<file path="src/design/batch_bubble_sorter_core_macros.svh">
// assertion macros for the batch bubble sorter core
// expects signals named clock and reset in the module that uses them
`ifndef BATCH_BUBBLE_SORTER_CORE_MACROS_SVH
`define BATCH_BUBBLE_SORTER_CORE_MACROS_SVH

// consequent in the same cycle
`define BBS_ASSERT_SAME(label, ante, cons, msg) \
   label: assert property (@(posedge clock) disable iff (reset) (ante) |-> (cons)) \
      else $error(msg);

// consequent in the next cycle
`define BBS_ASSERT_NEXT(label, ante, cons, msg) \
   label: assert property (@(posedge clock) disable iff (reset) (ante) |=> (cons)) \
      else $error(msg);

`endif

</file>
<file path="src/design/bbs_pkg.sv">
// shared types and constants of the batch bubble sorter core
// no dependencies
package bbs_pkg;

   localparam int VALUE_W       = 32;
   localparam int MAX_ITEMS_DEF = 32;

   typedef struct packed {
      logic signed [VALUE_W-1:0] value;
      logic                      last;
   } req_type;

   typedef struct packed {
      logic signed [VALUE_W-1:0] value_res;
      logic                      last_res;
      logic                      dropped;
   } rsp_type;

   typedef enum logic [3:0] {
      ST_LOAD,
      ST_INIT,
      ST_PASS_RD,
      ST_PASS_HOLD,
      ST_CMP_RD,
      ST_CMP,
      ST_PASS_END,
      ST_OUT_RD,
      ST_OUT_LD
   } state_type;

   typedef struct packed {
      logic ready;
      logic load;
      logic init;
      logic pass_rd;
      logic pass_hold;
      logic cmp_rd;
      logic cmp;
      logic pass_end;
      logic out_rd;
      logic out_ld;
   } dp_cmd_type;

   typedef struct packed {
      logic count_lt2;
      logic j_at_limit;
      logic limit_is_one;
      logic k_at_end;
      logic rsp_busy;
   } dp_status_type;

endpackage

</file>
<file path="src/design/bbs_ram.sv">
// generic single write port, single read port ram with registered read
// no dependencies
module bbs_ram #(
   parameter int WIDTH = 32,
   parameter int DEPTH = 32
) (
   input  logic                     clock,
   input  logic                     wr_en,
   input  logic [$clog2(DEPTH)-1:0] wr_addr,
   input  logic [WIDTH-1:0]         wr_data,
   input  logic                     rd_en,
   input  logic [$clog2(DEPTH)-1:0] rd_addr,
   output logic [WIDTH-1:0]         rd_data
);

   logic [WIDTH-1:0] mem_ff [DEPTH];
   logic [WIDTH-1:0] rd_data_ff;

   always_ff @(posedge clock) begin
      if (wr_en) begin
         mem_ff[wr_addr] <= wr_data;
      end
      if (rd_en) begin
         rd_data_ff <= mem_ff[rd_addr];
      end
   end

   assign rd_data = rd_data_ff;

endmodule

</file>
<file path="src/design/bbs_datapath.sv">
// datapath of the batch bubble sorter: element store, counters, compare, output register
// depends on bbs_pkg, bbs_ram and batch_bubble_sorter_core_macros.svh
`include "batch_bubble_sorter_core_macros.svh"

module bbs_datapath import bbs_pkg::*; #(
   parameter int MAX_ITEMS = MAX_ITEMS_DEF
) (
   input  logic          clock,
   input  logic          reset,
   input  dp_cmd_type    cmd,
   input  req_type       req_payload,
   output dp_status_type status,
   output logic          rsp_valid,
   input  logic          rsp_stall,
   output rsp_type       rsp_payload
);

   localparam int AW = $clog2(MAX_ITEMS);
   localparam int CW = $clog2(MAX_ITEMS + 1);

   logic [CW-1:0]      count_ff, count_in;
   logic               ovf_ff, ovf_in;
   logic [AW-1:0]      j_ff, j_in;
   logic [AW-1:0]      limit_ff, limit_in;
   logic [AW-1:0]      k_ff, k_in;
   logic [VALUE_W-1:0] held_ff, held_in;
   logic               rsp_valid_ff, rsp_valid_in;
   rsp_type            rsp_data_ff, rsp_data_in;

   logic               wr_en, rd_en;
   logic [AW-1:0]      wr_addr, rd_addr;
   logic [VALUE_W-1:0] wr_data, rd_data;

   logic full, swap, k_at_end;

   assign full     = (count_ff == CW'(MAX_ITEMS));
   assign swap     = ($signed(rd_data) < $signed(held_ff));
   assign k_at_end = (k_ff == AW'(count_ff - 1'b1));

   bbs_ram #(
      .WIDTH(VALUE_W),
      .DEPTH(MAX_ITEMS)
   ) u_store (
      .clock  (clock),
      .wr_en  (wr_en),
      .wr_addr(wr_addr),
      .wr_data(wr_data),
      .rd_en  (rd_en),
      .rd_addr(rd_addr),
      .rd_data(rd_data)
   );

   always_comb begin
      wr_en   = 1'b0;
      wr_addr = count_ff[AW-1:0];
      wr_data = req_payload.value;
      if (cmd.load && !full) begin
         wr_en = 1'b1;
      end else if (cmd.cmp) begin
         wr_en   = 1'b1;
         wr_addr = j_ff - 1'b1;
         wr_data = swap ? rd_data : held_ff;
      end else if (cmd.pass_end) begin
         wr_en   = 1'b1;
         wr_addr = limit_ff;
         wr_data = held_ff;
      end
   end

   always_comb begin
      rd_en = cmd.pass_rd | cmd.cmp_rd | cmd.out_rd;
      if (cmd.pass_rd) begin
         rd_addr = '0;
      end else if (cmd.cmp_rd) begin
         rd_addr = j_ff;
      end else begin
         rd_addr = k_ff;
      end
   end

   always_comb begin
      count_in     = count_ff;
      ovf_in       = ovf_ff;
      j_in         = j_ff;
      limit_in     = limit_ff;
      k_in         = k_ff;
      held_in      = held_ff;
      rsp_valid_in = rsp_valid_ff;
      rsp_data_in  = rsp_data_ff;
      if (cmd.load) begin
         if (full) begin
            ovf_in = 1'b1;
         end else begin
            count_in = count_ff + 1'b1;
         end
      end
      if (cmd.init) begin
         limit_in = AW'(count_ff - 1'b1);
         k_in     = '0;
      end
      if (cmd.pass_hold) begin
         held_in = rd_data;
         j_in    = AW'(1);
      end
      if (cmd.cmp) begin
         held_in = swap ? held_ff : rd_data;
         j_in    = j_ff + 1'b1;
      end
      if (cmd.pass_end) begin
         limit_in = limit_ff - 1'b1;
      end
      if (rsp_valid_ff && !rsp_stall) begin
         rsp_valid_in = 1'b0;
      end
      if (cmd.out_ld) begin
         rsp_valid_in          = 1'b1;
         rsp_data_in.value_res = rd_data;
         rsp_data_in.last_res  = k_at_end;
         rsp_data_in.dropped   = ovf_ff;
         k_in                  = k_ff + 1'b1;
         if (k_at_end) begin
            count_in = '0;
            ovf_in   = 1'b0;
         end
      end
   end

   always_ff @(posedge clock) begin
      if (reset) begin
         count_ff     <= '0;
         ovf_ff       <= 1'b0;
         rsp_valid_ff <= 1'b0;
      end else begin
         count_ff     <= count_in;
         ovf_ff       <= ovf_in;
         rsp_valid_ff <= rsp_valid_in;
      end
   end

   always_ff @(posedge clock) begin
      j_ff        <= j_in;
      limit_ff    <= limit_in;
      k_ff        <= k_in;
      held_ff     <= held_in;
      rsp_data_ff <= rsp_data_in;
   end

   assign status.count_lt2    = (count_ff < CW'(2));
   assign status.j_at_limit   = (j_ff == limit_ff);
   assign status.limit_is_one = (limit_ff == AW'(1));
   assign status.k_at_end     = k_at_end;
   assign status.rsp_busy     = rsp_valid_ff & rsp_stall;

   assign rsp_valid   = rsp_valid_ff;
   assign rsp_payload = rsp_data_ff;

   `BBS_ASSERT_SAME(a_count_range, 1'b1, count_ff <= CW'(MAX_ITEMS), "count beyond capacity")
   `BBS_ASSERT_SAME(a_load_free, cmd.out_ld, !rsp_valid_ff, "output register overwritten")
   `BBS_ASSERT_NEXT(a_load_shows, cmd.out_ld, rsp_valid_ff, "loaded result not presented")

endmodule

</file>
<file path="src/design/bbs_controller.sv">
// controller state machine of the batch bubble sorter: load, sort passes, drain
// depends on bbs_pkg
module bbs_controller import bbs_pkg::*; (
   input  logic          clock,
   input  logic          reset,
   input  logic          req_valid,
   input  logic          req_last,
   input  dp_status_type status,
   output dp_cmd_type    cmd
);

   state_type state_ff, state_in;

   always_comb begin
      state_in = state_ff;
      unique case (state_ff)
         ST_LOAD: begin
            if (req_valid && req_last) begin
               state_in = ST_INIT;
            end
         end
         ST_INIT: begin
            state_in = status.count_lt2 ? ST_OUT_RD : ST_PASS_RD;
         end
         ST_PASS_RD:   state_in = ST_PASS_HOLD;
         ST_PASS_HOLD: state_in = ST_CMP_RD;
         ST_CMP_RD:    state_in = ST_CMP;
         ST_CMP: begin
            state_in = status.j_at_limit ? ST_PASS_END : ST_CMP_RD;
         end
         ST_PASS_END: begin
            state_in = status.limit_is_one ? ST_OUT_RD : ST_PASS_RD;
         end
         ST_OUT_RD: begin
            if (!status.rsp_busy) begin
               state_in = ST_OUT_LD;
            end
         end
         ST_OUT_LD: begin
            state_in = status.k_at_end ? ST_LOAD : ST_OUT_RD;
         end
         default: state_in = ST_LOAD;
      endcase
   end

   always_comb begin
      cmd = '0;
      unique case (state_ff)
         ST_LOAD: begin
            cmd.ready = 1'b1;
            cmd.load  = req_valid;
         end
         ST_INIT:      cmd.init      = 1'b1;
         ST_PASS_RD:   cmd.pass_rd   = 1'b1;
         ST_PASS_HOLD: cmd.pass_hold = 1'b1;
         ST_CMP_RD:    cmd.cmp_rd    = 1'b1;
         ST_CMP:       cmd.cmp       = 1'b1;
         ST_PASS_END:  cmd.pass_end  = 1'b1;
         ST_OUT_RD:    cmd.out_rd    = !status.rsp_busy;
         ST_OUT_LD:    cmd.out_ld    = 1'b1;
         default:      cmd           = '0;
      endcase
   end

   always_ff @(posedge clock) begin
      if (reset) begin
         state_ff <= ST_LOAD;
      end else begin
         state_ff <= state_in;
      end
   end

endmodule

</file>
<file path="src/design/batch_bubble_sorter_core.sv">
// top level of the batch bubble sorter: controller plus datapath
// depends on bbs_pkg, bbs_controller, bbs_datapath
//
//   channel   direction   handshake              payload
//   req       in          req_valid / req_stall  req_type (value, last)
//   rsp       out         rsp_valid / rsp_stall  rsp_type (value_res, last_res, dropped)
//
// loading accepts one element per cycle; the element marked last closes the batch
// each sort pass on the store's ram port moves the largest value left to the end of the pass
// draining reads each result, then loads it; reads wait while the result side stalls
// req_stall stays high from batch close until the final result sits in the output register
// reset clears the element count, the drop flag and the output valid; no clearing pass
module batch_bubble_sorter_core import bbs_pkg::*; #(
   parameter int MAX_ITEMS = MAX_ITEMS_DEF
) (
   input  logic    clock,
   input  logic    reset,
   input  logic    req_valid,
   output logic    req_stall,
   input  req_type req_payload,
   output logic    rsp_valid,
   input  logic    rsp_stall,
   output rsp_type rsp_payload
);

   dp_cmd_type    cmd;
   dp_status_type status;

   bbs_controller u_ctrl (
      .clock    (clock),
      .reset    (reset),
      .req_valid(req_valid),
      .req_last (req_payload.last),
      .status   (status),
      .cmd      (cmd)
   );

   bbs_datapath #(
      .MAX_ITEMS(MAX_ITEMS)
   ) u_dp (
      .clock      (clock),
      .reset      (reset),
      .cmd        (cmd),
      .req_payload(req_payload),
      .status     (status),
      .rsp_valid  (rsp_valid),
      .rsp_stall  (rsp_stall),
      .rsp_payload(rsp_payload)
   );

   assign req_stall = ~cmd.ready;

endmodule

</file>
<file path="config.mk">
export PLATFORM = sky130hd
export DESIGN_NAME = batch_bubble_sorter_core
export DESIGN_NICKNAME = d
export VERILOG_FILES = /design/src/design/bbs_pkg.sv /design/src/design/bbs_ram.sv /design/src/design/bbs_datapath.sv /design/src/design/bbs_controller.sv /design/src/design/batch_bubble_sorter_core.sv
export VERILOG_INCLUDE_DIRS = /design/src /design/src/design
export SDC_FILE = /design/constraint.sdc
export NUM_CORES = 2
export LEC_CHECK = 0
export ABC_AREA = 0
export BUFFER_PORTS_ARGS = -buffer_cell sky130_fd_sc_hd__buf_4
export CAP_MARGIN = 20
export CORE_MARGIN = 4
export CORE_UTILIZATION = 25
export CTS_CLUSTER_DIAMETER = 100
export CTS_CLUSTER_SIZE = 8
export DETAILED_ROUTE_END_ITERATION = 16
export PLACE_DENSITY = 0.47
export SYNTH_ARGS = -nofsm -noshare
export SYNTH_HDL_FRONTEND = slang
export SYNTH_SLANG_ARGS = --single-unit
</file>
<file path="constraint.sdc">
create_clock -name clock -period 4.25 [get_ports clock]
set_input_delay 0.425 -clock clock [delete_from_list [all_inputs] [get_ports clock]]
set_output_delay 0.425 -clock clock [all_outputs]
set_load 0.01 [all_outputs]
</file>
==> results.sh <==
export IMPL_fin_nets=3623
export IMPL_die_w_um=443.0
export IMPL_ys_seq_area_frac=0.7267
export IMPL_area_growth_syn_to_layout_pct=20.07
export IMPL_p_leak_nw=18.60
export IMPL_cts_root_buf="clkbuf_16"
export IMPL_drive_gt1_frac=0.1507
export IMPL_worstPathBufferInverterCount=3
export IMPL_power_density_mw_per_mm2=747.0
export IMPL_fp_coreArea_mm2=0.1880
export IMPL_post_route_period_util=0.8786
export IMPL_synth_area_top_cells="edfxtp_1 (72%), a211oi_1 (4.1%), and3_1 (3.5%), nand2_1 (3.4%), a32oi_1 (2.4%)"
export IMPL_clk_latency_ns=0.78
export IMPL_ys_async_sr_fraction=0
export IMPL_n_antenna_cell=0
export IMPL_cp_end_kind="flip-flop"
export IMPL_worstMarginPinSlew_ns=1.023
export IMPL_cts_buffers=161
export IMPL_hold_viol=0
export IMPL_grt_overflow_total=0
export IMPL_yosys_warnings=0
export IMPL_wl_per_cell_um=26.94
export IMPL_port_buffers=72
export IMPL_syn_num_nets=3454
export IMPL_post_cts_buffers=0
export IMPL_drtAntennaViolNets=0
export IMPL_ys_flop_type="edfxtp_1"
export IMPL_drt_iter0_drc=2978
export IMPL_netlist_area_mm2=0.04732
export IMPL_fmax_mhz=267.8
export IMPL_grt_max_degree=106
export IMPL_routed_via_density=5.124
export IMPL_period_needed_ns=3.734
export IMPL_combPwrFrac=0.375
export IMPL_max_cap_violations=0
export IMPL_grt_usage=0.1620
export IMPL_first_global_vias=29630
export IMPL_min_path_type="input pin to flip-flop"
export IMPL_crit_fanout=54
export IMPL_post_cts_resized=0
export IMPL_slew_headroom=0.3153
export IMPL_crit_slowest_cell="dfxtp_1"
export IMPL_swShare=0.3811
export IMPL_fin_area_mm2=0.05681
export IMPL_gp_congestion=0.8395
export IMPL_critical_path_required_ns=4.75
export IMPL_yosysMostFrequentCell="edfxtp_1"
export IMPL_synthCells=3379
export IMPL_synthTopCellsByCount="edfxtp_1 (1137), nand2_1 (433), and3_1 (262)"
export IMPL_placed_area_mm2=0.05240
export IMPL_synth_edf_count=1137
export IMPL_critPathMaxStageDelay_ns=0.71
export IMPL_ir_drop_v=0.0006935
export IMPL_cpLargestDelayFamily="simple AND/OR/NAND/NOR gates"
export IMPL_hold_worst_slack_ns=0.09989
export IMPL_row_count=159
export IMPL_pin_count=73
export IMPL_initial_core_util=0.2517
export IMPL_rsz0062_at_grt="no"
export IMPL_grt_pass1_wl_um=230400
export IMPL_die_h_um=443.0
export IMPL_vias=31110
export IMPL_status="complete, no violations"
export IMPL_place_hpwl_um=89170
export IMPL_path_cells="inv_1 > a32oi_1 > and2_4 > buf_12 > buf_4 > a211oi_1 > o21ai_0 > nand4_1 > nor3_1"
export IMPL_yosys_register_bits=1149
export IMPL_drt_first_pass_iters=5
export IMPL_p_seq_frac=0.352
export IMPL_clock_sinks=1149
export IMPL_timing_setup_tns_ns=0
export IMPL_finalWirelength_um=163600
export IMPL_antenna_found_initial=3
export IMPL_dieArea_mm2=0.1963
export IMPL_drv_slew=0
export IMPL_cp_start_kind="flip-flop"
export IMPL_cts_buffer_depth=3
export IMPL_clk_pin_slew_worst_paths_ns=0.05
export IMPL_clkPwrFrac=0.272
export IMPL_skew_ns=0.03452
export IMPL_setup_viol=0
export IMPL_cts_tree="built"
export IMPL_p_int_mw=26.27
export IMPL_netlist_cell_type_count=59
export IMPL_p_sw_mw=16.17
export IMPL_synth_top_area_cell="edfxtp_1"
export IMPL_setup_worst_path_class="flip-flop to flip-flop"
export IMPL_arrival_ns=4.23
export IMPL_yosys_area_top_type_share=0.7216
export IMPL_syn_avg_cell_area_um2=14.00
export IMPL_drc=0
export IMPL_htree_levels=4
per-stage QoR:
step	setup slack, ns	util	cells	total power, mW
global route	0.3153	0.3022	6072	44.44
detailed placement	0.5255	0.2787	5877	31.02
CTS	0.5038	0.3021	6071	42.65
finish	0.5161	0.3022	6072	42.44
floorplan	0.3286	-	3379	24.65
global placement	0.4961	0.2787	5877	30.97
metal layers:
layer / vias up / share of wire / track usage
met5: - / 0 / 0
met4: 0 / 0.029 / 0.05305
met3: 234 / 0.062 / 0.02596
met2: 1150 / 0.48 / 0.2632
met1: 16230 / 0.43 / 0.2208
li1: 13500 / - / -
logic make-up after synthesis:
kind of cell / Yosys count / share of synthesized area
flops: 1149 / 0.7267
compound gates: 813 / 0.1149
buf+inv: 311 / 0.02967
simple gates: 1008 / 0.1054
mux: 33 / 0.007801
fa+ha+maj: 38 / 0.01005
xor+xnor: 27 / 0.005579
flip-flops by register name (all words and copies together), names as in the netlist:
signal / cells
u_dp.rsp_payload: 34
u_dp.u_store.rd_data: 32
u_dp.rsp_valid: 1
u_dp.count_ff: 6
u_dp.held_ff: 32
u_dp.k_ff: 5
u_dp.limit_ff: 5
u_ctrl.state_ff: 4
u_dp.ovf_ff: 1
u_dp.j_ff: 5
u_dp.u_store.mem_ff: 1024
layout by cell type, fill, tap and decap left out, types with 72 or more instances in the layout:
master / instances
and3_1: 258
a32oi_1: 130
buf_4: 211
nand3_1: 72
o21ai_0: 113
a211oi_1: 257
clkbuf_16: 167
nand2_1: 428
a21oi_1: 160
edfxtp_1: 1137
area by class of cell:
type,count,area (um2)
Fill cell,18670,131200
Sequential cell,1149,34380
Multi-Input combinational cell,1919,11910
Clock buffer,182,4235
Tap cell,2495,3122
Timing Repair Buffer,276,2873
Inverter,41,153.9
Clock inverter,10,133.9
worst reg2reg max path: stages (launching register included):
cell,delay (ns)
dfxtp_1,0.71
inv_1,0.26
a32oi_1,0.40
and2_4,0.43
buf_12,0.32
buf_4,0.46
a211oi_1,0.08
o21ai_0,0.23
nand4_1,0.16
nor3_1,0.42
repair_timing:
item	CTS	global route
endpoints found under the setup margin	0	0
hold buffers	2	0
endpoints found under the hold margin	6	0
power groups by stage:
stage	sequential [mW]	clock (mW)	combinational, mW
after floorplan	15.0	0	9.69
after global placement	15.1	0	15.8
after detailed placement	15.1	0	15.9
after CTS	14.9	11.8	15.9
after global routing	15.0	12.3	17.1
final	15.0	11.5	15.9
final timing paths:
| path | slack, ns | startpoint | depth (start not counted) | end |
|---|---|---|---|---|
| setup / recovery | 0.52 | u_ctrl.state_ff[1]$_SDFFE_PP0P_ | 9 | u_dp.u_store.rd_data[27]$_DFFE_PP_ |
| hold / removal | 0.1 | rsp_stall | 3 | u_dp.rsp_valid$_SDFFE_PP0P_ |
| setup reg to reg | 0.52 | u_ctrl.state_ff[1]$_SDFFE_PP0P_ | 9 | u_dp.u_store.rd_data[27]$_DFFE_PP_ |
| hold reg to reg | 0.44 | u_dp.ovf_ff$_SDFF_PP0_ | 0 | u_dp.rsp_payload[0]$_DFFE_PP_ |
No activity file was read; power rests on OpenSTA's default activity.
